[src/design/i2c_master_transaction_sequencer_unit_defines.svh]
`ifndef I2C_MASTER_TRANSACTION_SEQUENCER_UNIT_DEFINES_SVH
`define I2C_MASTER_TRANSACTION_SEQUENCER_UNIT_DEFINES_SVH

// Same-cycle check on clk, held off while rst_n is low.
`define I2CMTS_CHECK_NOW(lbl, ante, cons) \
  lbl: assert property (@(posedge clk) disable iff (!rst_n) (ante) |-> (cons)) \
    else $error("i2cmts check failed");

// Next-cycle check on clk, held off while rst_n is low.
`define I2CMTS_CHECK_NEXT(lbl, ante, cons) \
  lbl: assert property (@(posedge clk) disable iff (!rst_n) (ante) |=> (cons)) \
    else $error("i2cmts check failed");

`endif

[src/design/i2cmts_pkg.sv]
`timescale 1ns / 1ps
`default_nettype none

package i2cmts_pkg;

  // input word
  typedef struct packed {
    logic        func;
    logic [7:0]  dev_addr;
    logic [15:0] address_count;
    logic [15:0] write_count;
    logic [15:0] read_count;
    logic [4:0]  bus_status;
    logic [7:0]  rx_byte;
    logic [7:0]  tx_byte;
  } in_item_t;

  // result word
  typedef struct packed {
    logic [2:0] command;
    logic [7:0] bus_byte;
    logic       rx_valid;
    logic [7:0] rx_data;
    logic       done_res;
    logic [1:0] outcome;
    logic [4:0] fail_status;
  } out_item_t;

  typedef enum logic [7:0] {
    PH_IDLE    = 8'b0000_0001,
    PH_W_START = 8'b0000_0010,
    PH_W_SLA   = 8'b0000_0100,
    PH_W_DATA  = 8'b0000_1000,
    PH_R_START = 8'b0001_0000,
    PH_R_SLA   = 8'b0010_0000,
    PH_R_ACK   = 8'b0100_0000,
    PH_R_NACK  = 8'b1000_0000
  } phase_t;

  localparam logic FUNC_BEGIN = 1'b0;
  localparam logic FUNC_DONE  = 1'b1;

  localparam logic [2:0] CMD_NONE  = 3'd0;
  localparam logic [2:0] CMD_START = 3'd1;
  localparam logic [2:0] CMD_SEND  = 3'd2;
  localparam logic [2:0] CMD_RACK  = 3'd3;
  localparam logic [2:0] CMD_RNACK = 3'd4;
  localparam logic [2:0] CMD_STOP  = 3'd5;

  localparam logic [1:0] OUTC_OK    = 2'd0;
  localparam logic [1:0] OUTC_NAK   = 2'd1;
  localparam logic [1:0] OUTC_ABORT = 2'd2;

  // bus engine status codes (upper five status bits)
  localparam logic [4:0] ST_START    = 5'h01;
  localparam logic [4:0] ST_RSTART   = 5'h02;
  localparam logic [4:0] ST_SLAW_ACK = 5'h03;
  localparam logic [4:0] ST_SLAW_NAK = 5'h04;
  localparam logic [4:0] ST_DATA_ACK = 5'h05;
  localparam logic [4:0] ST_DATA_NAK = 5'h06;
  localparam logic [4:0] ST_SLAR_ACK = 5'h08;
  localparam logic [4:0] ST_SLAR_NAK = 5'h09;
  localparam logic [4:0] ST_RX_ACK   = 5'h0A;
  localparam logic [4:0] ST_RX_NACK  = 5'h0B;

  localparam logic [7:0] ADDR_WRITE_MASK = 8'hFE;
  localparam logic [7:0] ADDR_READ_BIT   = 8'h01;

endpackage

`default_nettype wire

[src/design/i2cmts_step.sv]
`timescale 1ns / 1ps
`default_nettype none

module i2cmts_step import i2cmts_pkg::*; #(
  parameter int COUNT_WIDTH = 16
) (
  input  in_item_t                item,
  input  phase_t                  phase,
  input  logic [COUNT_WIDTH:0]    btw,
  input  logic [COUNT_WIDTH-1:0]  btr,
  input  logic [7:0]              taddr,
  input  logic                    wrote,
  output out_item_t               res,
  output phase_t                  phase_nxt,
  output logic [COUNT_WIDTH:0]    btw_nxt,
  output logic [COUNT_WIDTH-1:0]  btr_nxt,
  output logic [7:0]              taddr_nxt,
  output logic                    wrote_nxt
);

  localparam logic [COUNT_WIDTH-1:0] RD_ONE = {{(COUNT_WIDTH-1){1'b0}}, 1'b1};
  localparam logic [COUNT_WIDTH:0]   WR_ONE = {{COUNT_WIDTH{1'b0}}, 1'b1};

  logic [4:0]             st;
  logic [COUNT_WIDTH:0]   wr_sum;
  logic [COUNT_WIDTH:0]   btw_dec;
  logic [COUNT_WIDTH-1:0] btr_dec;
  logic [COUNT_WIDTH-1:0] rd_cnt;
  logic [2:0]             rd_cmd;
  phase_t                 rd_phase;
  logic [4:0]             ok_code;
  logic [4:0]             nak_code;
  logic [4:0]             rs_code;
  logic                   fin_ok;
  logic                   fin_nak;
  logic                   fin_abort;

  assign st      = item.bus_status;
  assign rd_cnt  = item.read_count[COUNT_WIDTH-1:0];
  assign wr_sum  = {1'b0, item.address_count[COUNT_WIDTH-1:0]}
                 + {1'b0, item.write_count[COUNT_WIDTH-1:0]};
  assign btw_dec = btw - WR_ONE;
  assign btr_dec = btr - RD_ONE;
  // last read goes out with NACK
  assign rd_cmd   = (btr_dec == '0) ? CMD_RNACK : CMD_RACK;
  assign rd_phase = (btr_dec == '0) ? PH_R_NACK : PH_R_ACK;
  assign ok_code  = (phase == PH_W_SLA) ? ST_SLAW_ACK : ST_DATA_ACK;
  assign nak_code = (phase == PH_W_SLA) ? ST_SLAW_NAK : ST_DATA_NAK;
  assign rs_code  = wrote ? ST_RSTART : ST_START;

  always_comb begin
    res       = '0;
    phase_nxt = phase;
    btw_nxt   = btw;
    btr_nxt   = btr;
    taddr_nxt = taddr;
    wrote_nxt = wrote;
    fin_ok    = 1'b0;
    fin_nak   = 1'b0;
    fin_abort = 1'b0;

    if (item.func == FUNC_BEGIN) begin
      // begin while busy is dropped
      if (phase == PH_IDLE) begin
        taddr_nxt = item.dev_addr;
        btw_nxt   = wr_sum;
        btr_nxt   = rd_cnt;
        wrote_nxt = (wr_sum != '0);
        if (wr_sum != '0) begin
          res.command = CMD_START;
          phase_nxt   = PH_W_START;
        end else if (rd_cnt != '0) begin
          res.command = CMD_START;
          phase_nxt   = PH_R_START;
        end else begin
          fin_ok = 1'b1;
        end
      end
    end else begin
      case (phase)
        PH_W_START: begin
          if (st != ST_START) begin
            fin_abort = 1'b1;
          end else begin
            res.command  = CMD_SEND;
            res.bus_byte = taddr & ADDR_WRITE_MASK;
            phase_nxt    = PH_W_SLA;
          end
        end
        PH_W_SLA, PH_W_DATA: begin
          if (st == nak_code) begin
            res.command = CMD_STOP;
            fin_nak     = 1'b1;
          end else if (st != ok_code) begin
            fin_abort = 1'b1;
          end else if (btw != '0) begin
            res.command  = CMD_SEND;
            res.bus_byte = item.tx_byte;
            btw_nxt      = btw_dec;
            phase_nxt    = PH_W_DATA;
          end else if (btr != '0) begin
            res.command = CMD_START;
            phase_nxt   = PH_R_START;
          end else begin
            res.command = CMD_STOP;
            fin_ok      = 1'b1;
          end
        end
        PH_R_START: begin
          if (st != rs_code) begin
            fin_abort = 1'b1;
          end else begin
            res.command  = CMD_SEND;
            res.bus_byte = taddr | ADDR_READ_BIT;
            phase_nxt    = PH_R_SLA;
          end
        end
        PH_R_SLA: begin
          if (st == ST_SLAR_NAK) begin
            res.command = CMD_STOP;
            fin_nak     = 1'b1;
          end else if (st != ST_SLAR_ACK) begin
            fin_abort = 1'b1;
          end else begin
            res.command = rd_cmd;
            btr_nxt     = btr_dec;
            phase_nxt   = rd_phase;
          end
        end
        PH_R_ACK: begin
          if (st != ST_RX_ACK) begin
            fin_abort = 1'b1;
          end else begin
            res.rx_valid = 1'b1;
            res.rx_data  = item.rx_byte;
            res.command  = rd_cmd;
            btr_nxt      = btr_dec;
            phase_nxt    = rd_phase;
          end
        end
        PH_R_NACK: begin
          if (st != ST_RX_NACK) begin
            fin_abort = 1'b1;
          end else begin
            res.rx_valid = 1'b1;
            res.rx_data  = item.rx_byte;
            res.command  = CMD_STOP;
            fin_ok       = 1'b1;
          end
        end
        default: begin
          // completion while idle: nothing to do
          phase_nxt = PH_IDLE;
        end
      endcase
    end

    if (fin_ok || fin_nak || fin_abort) begin
      res.done_res = 1'b1;
      phase_nxt    = PH_IDLE;
      if (fin_nak) begin
        res.outcome     = OUTC_NAK;
        res.fail_status = st;
      end else if (fin_abort) begin
        res.outcome     = OUTC_ABORT;
        res.fail_status = st;
      end else begin
        res.outcome = OUTC_OK;
      end
    end
  end

endmodule

`default_nettype wire

[config.mk]
export PLATFORM = sky130hd
export DESIGN_NAME = i2cmts_step
export DESIGN_NICKNAME = d
export VERILOG_FILES = /design/src/design/i2c_master_transaction_sequencer_unit_defines.svh /design/src/design/i2cmts_pkg.sv /design/src/design/i2cmts_step.sv
export SDC_FILE = /design/constraint.sdc
export NUM_CORES = 1
export LEC_CHECK = 0
export BUFFER_PORTS_ARGS = -buffer_cell sky130_fd_sc_hd__buf_2
export CORE_MARGIN = 5
export CORE_UTILIZATION = 46
export DETAILED_ROUTE_END_ITERATION = 8
export PLACE_DENSITY = 0.93
export SLEW_MARGIN = 15
export SYNTH_ARGS = -nofsm -noshare
export SYNTH_HDL_FRONTEND = slang
export SYNTH_SLANG_ARGS = --single-unit
[constraint.sdc]
create_clock -name vclk -period 4.04
set_clock_uncertainty 0.2 [all_clocks]
set_input_delay 0.404 -clock vclk [all_inputs]
set_output_delay 0.404 -clock vclk [all_outputs]
set_load 0.02 [all_outputs]
==> qor.yml, run 1 <==
yosys:
  syn_nets: 692
  syn_avg_cell_area_sq_um: 6.24
  syn_area_sq_um: 3390
  yosysUniqueCellTypes: 72
  syn-instance-count: 543
  seq_area_frac_synth_pct: 0
  synth_warnings: 0
critical_path:
  crit_required_ps: 3440
  critical_path_class: "in2out"
  crit_top_cell: "a21o_1"
  critPathCapture: "wrote_nxt"
  arrival_ps: 3400
  slowest_stage: "or4_4"
  cpPeakStageDelay_ps: 520
  crit_path_max_fanout: 3
  crit_chain: "buf_6 -> ha_4 -> fa_2 -> a21o_1 -> a221o_1 -> xor2_2 -> nor4b_2 -> nand4_1 -> or4_4 -> o31a_1 -> a21o_1 -> buf_2"
  critPathLaunchType: "primary input"
  end_kind: "output pin"
  worstSetupStartpoint: "item[53]"
route:
  first_pass_iters: 5
  vias: 5023
  drc: 0
  dr_wl_met2_mm: 6.90
  drt_iter0_drc: 380
  antenna_left: 0
  drt-vias-per-instance: 6.02
  wl_met3_mm: 1.24
  wl_per_cell_um: 16.8
  highest_layer: "met4"
  m1WireLength_mm: 5.72
  wl_mm: 14.0
floorplan:
  placementRows: 31
  die_w_um: 95.9
  die_h_um: 95.9
  pin_count: 206
  die_area_sq_um: 9190
  core_sq_um: 7210
  start_util_pct: 47.0
finish:
  diodes: 0
  fillers: 699
  area_delta_synth_final_pct: 35.2
  layout_commonest_cell: "buf_2"
  drive_gt1_share_pct: 35.0
  layout.nets: 886
  finish.utilization_pct: 63.5
  n_sequential_cell: 0
  nClkBuffers: 0
  final_cell_mix: "buf_2 (202), nand2_1 (68), nor2_1 (62), a21oi_1 (48), o21ai_0 (33)"
  seq_area_sq_um: 0
sta:
  worst_slew_pin_slew_ps: 860
  tns_ps: 0
  finalMaxSlewViolations: 0
  fin_crit_sh_pct: 99.1
  grt_setup_unrepaired: "yes"
  relSlewSlack_pct: 42.1
  period_needed_ps: 4000
  setup_violations: 0
  whs_ps: 916
  hold_violations: 0
  fmax_ghz: 0.250
global_routing:
  grt_max_degree: 44
  overflow: 0
  antenna_found_initial: 0
  grt_pass1_wl_mm: 21.7
  grtUsageTotal_pct: 28.1
  grt_pass1_vias: 4634
pwr:
  power_mw: 0.458
  power.leakage_nw: 2.16
  peakVddDrop_v: 0.0000771
  powerDensity_nw_per_um2: 99.9
outcome:
  status: "finished clean"
job:
  maxCapViolations: 0
placement:
  port_buffers: 206
  dp_hpwl_mm: 11.6
  gp_congestion: 0.944
hold_path:
  hold_path.class: "in2out"
-- layout make-up --
cell class         instances  area, sq um  share of cell area, %
inverters                 12         45.0                  0.983
multi-input cells        502         3250                   71.0
well taps                 99          124                   2.70
repair buffers           221         1160                   25.3
-- logic make-up (layout without fill, tap and decap cells) --
kind of cell,after synthesis,count (layout),synth area share [%]
compound gates,154,154,29.8
xor+xnor,31,31,8.01
fa+ha+maj,21,21,7.97
buf+inv,41,233,4.87
mux,23,23,7.27
simple gates,273,273,42.1
-- metrics by stage --
step / area (sq um) / setup slack, ps / cells
finish: 4580 / 35.2 / 834
global route: 4580 / -55.1 / 834
CTS: 4540 / 19.6 / 833
global placement: 4530 / -117 / 833
floorplan: 3390 / 73.8 / 543
detailed placement: 4530 / -146 / 833
-- repair_timing --
item	in CTS	in global routing
pin swaps	4	10
resized for setup	3	8
setup buffers	0	1
endpoints found under the setup margin	5	3
hold buffers	0	0
-- synth_stat cells (all sizes together) (6+ instances only) --
cell type	number	area, sq um
nor3b	8	60.1
xor2	14	123
inv	12	45.0
a21oi	48	240
or2	7	43.8
a22oi	8	60.1
or3	6	37.5
mux2	13	146
nand3	10	50.1
nor4	20	138
nand4	7	43.8
buf	6	33.8
ha	20	250
a21o	8	60.1
nor2	63	239
nand2b	9	56.3
mux2i	10	100
nor3	22	110
and2	18	113
xnor2	17	149
o21ai	33	165
clkbuf	23	86.3
nand2	68	255
-- worst max-delay path, delay by kind of cell --
family          cells  cell delay [ps]
fa+ha+maj           2              510
simple gates        3              990
xor+xnor            1              180
compound gates      4             1060
buf+inv             2              260
-- how the worst min path moves through the flow --
| stage | startpoint | end | depth (start not counted) |
|---|---|---|---|
| after global routing | item[71] | taddr_nxt[2] | 4 |
| after detailed placement | item[73] | taddr_nxt[4] | 4 |
| after global placement | item[71] | taddr_nxt[2] | 4 |
| after floorplan | btw[13] | btw_nxt[13] | 1 |
| after CTS | item[73] | taddr_nxt[4] | 4 |
| final | item[73] | taddr_nxt[4] | 4 |
-- layer usage --
metal	GRT usage, %	up-vias
met1	36.9	2310
met2	50.2	280
li1	-	2419
met5	0	-
met4	3.91	0
met3	3.21	14
-- power breakdown --
part	switching (mW)	internal [mW]	total, mW
clock network	0	0	0
logic	0.269	0.189	0.458
registers	0	0	0
Note: power is estimated with default switching activity, not from simulation.
==> run 2: changes to the inputs <==
clock period = 4.2 ns   (was 4.04 ns; I/O delays follow)
==> run 2 against run 1 <==
Compared with the run above: worst setup slack improved by 54 ps; via count decreased by 0.92%; first-iteration DRC count increased by 3.2%; clock-buffer cell count unchanged; critical path type unchanged.
==> qor.yml, run 2 (synthesized netlist as in run 1, its figures left out) <==
outcome:
  status: "finished clean"
finish:
  fillers: 741  # +6.0%
  diodes: 0  # unchanged
  drive_gt1_share_pct: 34.2  # -0.81 points
  area_delta_synth_final_pct: 32.8
  n_sequential_cell: 0  # unchanged
  nClkBuffers: 0  # unchanged
  layout.nets: 880  # -0.68%
  final_cell_mix: "buf_2 (205), nand2_1 (68), nor2_1 (62), a21oi_1 (48), o21ai_0 (33)"
  layout_commonest_cell: "buf_2"
  seq_area_sq_um: 0  # unchanged
global_routing:
  antenna_found_initial: 0  # unchanged
  grt_max_degree: 29  # -34%
  grt_pass1_vias: 4668  # +0.73%
  grtUsageTotal_pct: 28.5  # +0.37 points
  grt_pass1_wl_mm: 21.8  # +0.86%
  overflow: 0  # unchanged
critical_path:
  crit_chain: "buf_2 -> ha_1 -> fa_2 -> a21o_1 -> a221o_1 -> xor2_1 -> nor4b_2 -> nand4_1 -> or4_4 -> o31a_1 -> nor4_2 -> buf_4"
  cpPeakStageDelay_ps: 460  # -60 ps
  critical_path_class: "in2out"
  end_kind: "output pin"
  slowest_stage: "or4_4"
  crit_required_ps: 3580  # +140 ps
  arrival_ps: 3490  # +90 ps
  critPathLaunchType: "primary input"
  crit_path_max_fanout: 3  # unchanged
placement:
  dp_slack_ps: -52.2  # +93.3 ps
  dp_hpwl_mm: 11.8  # +2.0%
  port_buffers: 206  # unchanged
  gp_congestion: 0.937  # -0.75%
route:
  first_pass_iters: 5  # unchanged
  wl_per_cell_um: 17.0  # +1.1%
  drt-vias-per-instance: 6.01  # -0.20%
  vias: 4977  # -0.92%
  wl_mm: 14.0  # +0.41%
  antenna_left: 0  # unchanged
  drc: 0  # unchanged
  drt_iter0_drc: 392  # +3.2%
sta:
  finalMaxSlewViolations: 0  # unchanged
  grt_setup_unrepaired: "no"
  fmax_ghz: 0.243
  tns_ps: 0  # unchanged
  whs_ps: 943  # +27.4 ps
  fin_crit_sh_pct: 97.9
  hold_violations: 0  # unchanged
  worst_slack_ps: 89.3  # +54.1 ps
  period_needed_ps: 4110
  worst_slew_pin_slew_ps: 909  # +49.2 ps
  setup_violations: 0  # unchanged
  relSlewSlack_pct: 38.8  # -3.3 points
floorplan:
  die_area_sq_um: 9190  # unchanged
  placementRows: 31  # unchanged
  die_h_um: 95.9  # unchanged
  die_w_um: 95.9  # unchanged
  pin_count: 206  # unchanged
  core_sq_um: 7210  # unchanged
  start_util_pct: 47.0  # unchanged
pwr:
  power.leakage_nw: 2.12  # -1.6%
  p_seq_share_pct: 0  # unchanged
  comb_power_share_pct: 100.0  # about the same
  powerDensity_nw_per_um2: 94.9  # -5.0%
  power_frac_clock_pct: 0  # unchanged
  intPower_mw: 0.173  # -8.5%
  peakVddDrop_v: 0.0000774  # +0.35%
  p_sw_mw: 0.254  # -5.3%
  p_sw_share_pct: 59.5  # +0.81 points
job:
  maxCapViolations: 0  # unchanged
hold_path:
  hold_path.class: "in2out"
clocking:
  post_cts.repair.setup_buffers: 0  # unchanged
  hold_buffers: 0  # unchanged
## run 2: cell count changes in the layout (fill, tap and decap cells not counted), sizes merged
cell | previous run | this run
buf | 221 | 215
## run 2: power by group through the flow
stage | sequential [mW] | combinational [mW] | clock [mW]
after floorplan | 0 | 0.252 | 0
after global placement | 0 | 0.409 | 0
after detailed placement | 0 | 0.418 | 0
after CTS | 0 | 0.422 | 0
after global routing | 0 | 0.465 | 0
final | 0 | 0.427 | 0
## run 2: critical path, delay by kind of cell
| kind | cells | cell delay [ps] |
|---|---|---|
| simple gates | 4 | 1140 |
| compound gates | 3 | 900 |
| buf+inv | 2 | 290 |
| xor+xnor | 1 | 180 |
| fa+ha+maj | 2 | 570 |
## run 2: repair_timing
item                       4_1_cts  5_1_grt
gates resized for setup          2        2
pin swaps                        0        1
setup endpoints to repair        3        3
## run 2: path summary, 6_finish.rpt
kind                      from            to  slack [ps]  depth (start not counted)
worst max-delay path  item[37]  phase_nxt[4]          90                         12
worst min-delay path  item[71]  taddr_nxt[2]         940                          4
## run 2: metrics by stage
stage               instances  cell area (sq um)  power, mW  utilization, %
CTS                       828               4500      0.422            62.4
global route              828               4500      0.465            62.4
global placement          828               4490      0.409            62.3
detailed placement        828               4490      0.418            62.3
finish                    828               4500      0.427            62.4
floorplan                 543               3390      0.252               -
## run 2: final cells by class
class | instances | area (sq um) | area share (%)
multi-input combinational | 502 | 3230 | 71.8
timing repair buffer | 215 | 1100 | 24.4
tap | 99 | 124 | 2.75
inverter | 12 | 45.0 | 1.00
## run 2: routing by layer
metal | up-vias | track usage [%] | share of wire, %
met5 | - | 0 | 0
li1 | 2394 | - | -
met3 | 22 | 4.07 | 8.6
met4 | 0 | 6.87 | 1.6
met1 | 2308 | 35.9 | 40
met2 | 253 | 50.7 | 50
==> run 3: changes to the inputs <==
CAP_MARGIN = 20   (was default)
clock period = 4.34 ns   (was 4.2 ns; I/O delays follow)
==> run 3 against run 2 <==
Compared with the run above: routed wire length down 0.31%; die area did not move; core utilization shrank 0.24 points; sequential cell count stayed put; sequential share of layout area stayed put; clock-buffer cell count unchanged; power fell by 4.1%; final cell count decreased by 0.24%; global-route usage is 0.97 points lower; non-clock buffer count is 2 lower; worst setup slack worse by 19 ps; critical path type unchanged; largest cell class unchanged; highest routed layer unchanged.
==> qor.yml, run 3 (synthesized netlist as in run 1, its figures left out) <==
outcome:
  status: "finished clean"
critical_path:
  critPathLaunchType: "primary input"
  arrival_ps: 3640  # +150 ps
  slowest_stage: "or4_4"
  crit_path_max_fanout: 4  # +1
  critPathCapture: "phase_nxt[4]"
  critical_path_class: "in2out"
  crit_required_ps: 3710  # +130 ps
  end_kind: "output pin"
  worstSetupStartpoint: "item[37]"
  crit_chain: "buf_2 -> ha_1 -> fa_1 -> a21o_1 -> a221o_1 -> xor2_1 -> nor4b_2 -> nand4_1 -> or4_4 -> o31a_1 -> nor4_2 -> buf_4"
  cpPeakStageDelay_ps: 460  # about the same
global_routing:
  grt_max_degree: 29  # unchanged
  grtUsageTotal_pct: 27.5  # -0.97 points
  grt_pass1_vias: 4534  # -2.9%
  overflow: 0  # unchanged
  antenna_found_initial: 0  # unchanged
  grt_pass1_wl_mm: 21.0  # -4.0%
sta:
  relSlewSlack_pct: 38.1  # -0.68 points
  whs_ps: 972  # +28.7 ps
  finalMaxSlewViolations: 0  # unchanged
  hold_violations: 0  # unchanged
  fin_crit_sh_pct: 98.4
  setup_violations: 0  # unchanged
  worst_slew_pin_slew_ps: 919  # +10.1 ps
  tns_ps: 0  # unchanged
  period_needed_ps: 4270
  grt_setup_unrepaired: "no"
  fmax_ghz: 0.234
floorplan:
  core_sq_um: 7210  # unchanged
  start_util_pct: 47.0  # unchanged
  die_w_um: 95.9  # unchanged
  die_area_sq_um: 9190  # unchanged
  placementRows: 31  # unchanged
  die_h_um: 95.9  # unchanged
  pin_count: 206  # unchanged
pwr:
  peakVddDrop_v: 0.0000618  # -20%
  powerDensity_nw_per_um2: 91.4  # -3.7%
  power_mw: 0.410  # -4.1%
  power.leakage_nw: 2.12  # -0.40%
placement:
  port_buffers: 206  # unchanged
  dp_cells: 826  # -0.24%
  gp_congestion: 0.928  # -0.99%
  dp_hpwl_mm: 11.7  # -0.90%
finish:
  seq_area_sq_um: 0  # unchanged
  diodes: 0  # unchanged
  area_delta_synth_final_pct: 32.3
  layout_commonest_cell: "buf_2"
  finish.utilization_pct: 62.2  # -0.24 points
  final_cells: 826  # -0.24%
  fillers: 703  # -5.1%
  n_sequential_cell: 0  # unchanged
  final_cell_mix: "buf_2 (205), nand2_1 (68), nor2_1 (62), a21oi_1 (48), o21ai_0 (33)"
  layout.nets: 878  # -0.23%
  nClkBuffers: 0  # unchanged
  drive_gt1_share_pct: 33.8  # -0.32 points
hold_path:
  hold_path.class: "in2out"
route:
  vias: 4921  # -1.1%
  wl_mm: 14.0  # -0.31%
  wl_per_cell_um: 17.0  # about the same
  drt-vias-per-instance: 5.96  # -0.89%
  drt_iter0_drc: 346  # -12%
  antenna_left: 0  # unchanged
  first_pass_iters: 7  # +2
  drc: 0  # unchanged
job:
  maxCapViolations: 0  # unchanged
run 3: cell count changes in the layout (fill, tap and decap cells not counted):
cell	delta
fa_1	+1
fa_2	-1
buf_4	-2
run 3: layer usage:
metal	vias to the layer above	track usage, %	wire length (um)
met3	26	3.36	1130
met1	2248	35.5	5740
met4	0	6.40	297
met2	247	48.5	6840
li1	2400	-	-
met5	-	0	0
run 3: per-stage QoR:
step,area (sq um),setup WS (ps)
global placement,4480,53.6
global route,4490,0.467
finish,4490,70.0
floorplan,3390,314
CTS,4480,27.0
detailed placement,4480,31.0
run 3: final cells by class:
| cell class | count | area, sq um | share of cell area [%] |
|---|---|---|---|
| Timing Repair Buffer | 213 | 1090 | 24.2 |
| Multi-Input combinational cell | 502 | 3230 | 72.0 |
| Inverter | 12 | 45.0 | 1.00 |
| Tap cell | 99 | 124 | 2.76 |
run 3: power by group:
part	total [mW]	leakage [nW]	internal, mW	switching [mW]
Clock	0	0	0	0
Sequential	0	0	0	0
Combinational	0.410	2.12	0.165	0.245
run 3: worst min-delay path by stage:
stage | to | cells after the start | startpoint
finish | taddr_nxt[4] | 4 | item[73]
global route | taddr_nxt[2] | 4 | item[71]
CTS | taddr_nxt[7] | 4 | item[76]
detailed placement | taddr_nxt[7] | 4 | item[76]
global placement | taddr_nxt[2] | 4 | item[71]
floorplan | btw_nxt[13] | 1 | btw[13]
run 3: worst max-delay path, delay by kind of cell:
| kind | cells | cell delay [ps] |
|---|---|---|
| fa+ha+maj | 2 | 650 |
| buf+inv | 2 | 280 |
| simple gates | 4 | 1160 |
| compound gates | 3 | 930 |
| xor+xnor | 1 | 190 |
run 3: what timing repair did:
item	CTS	global route
setup buffers	0	0
gates resized for setup	0	3
setup endpoints to repair	0	3
hold buffers	0	0
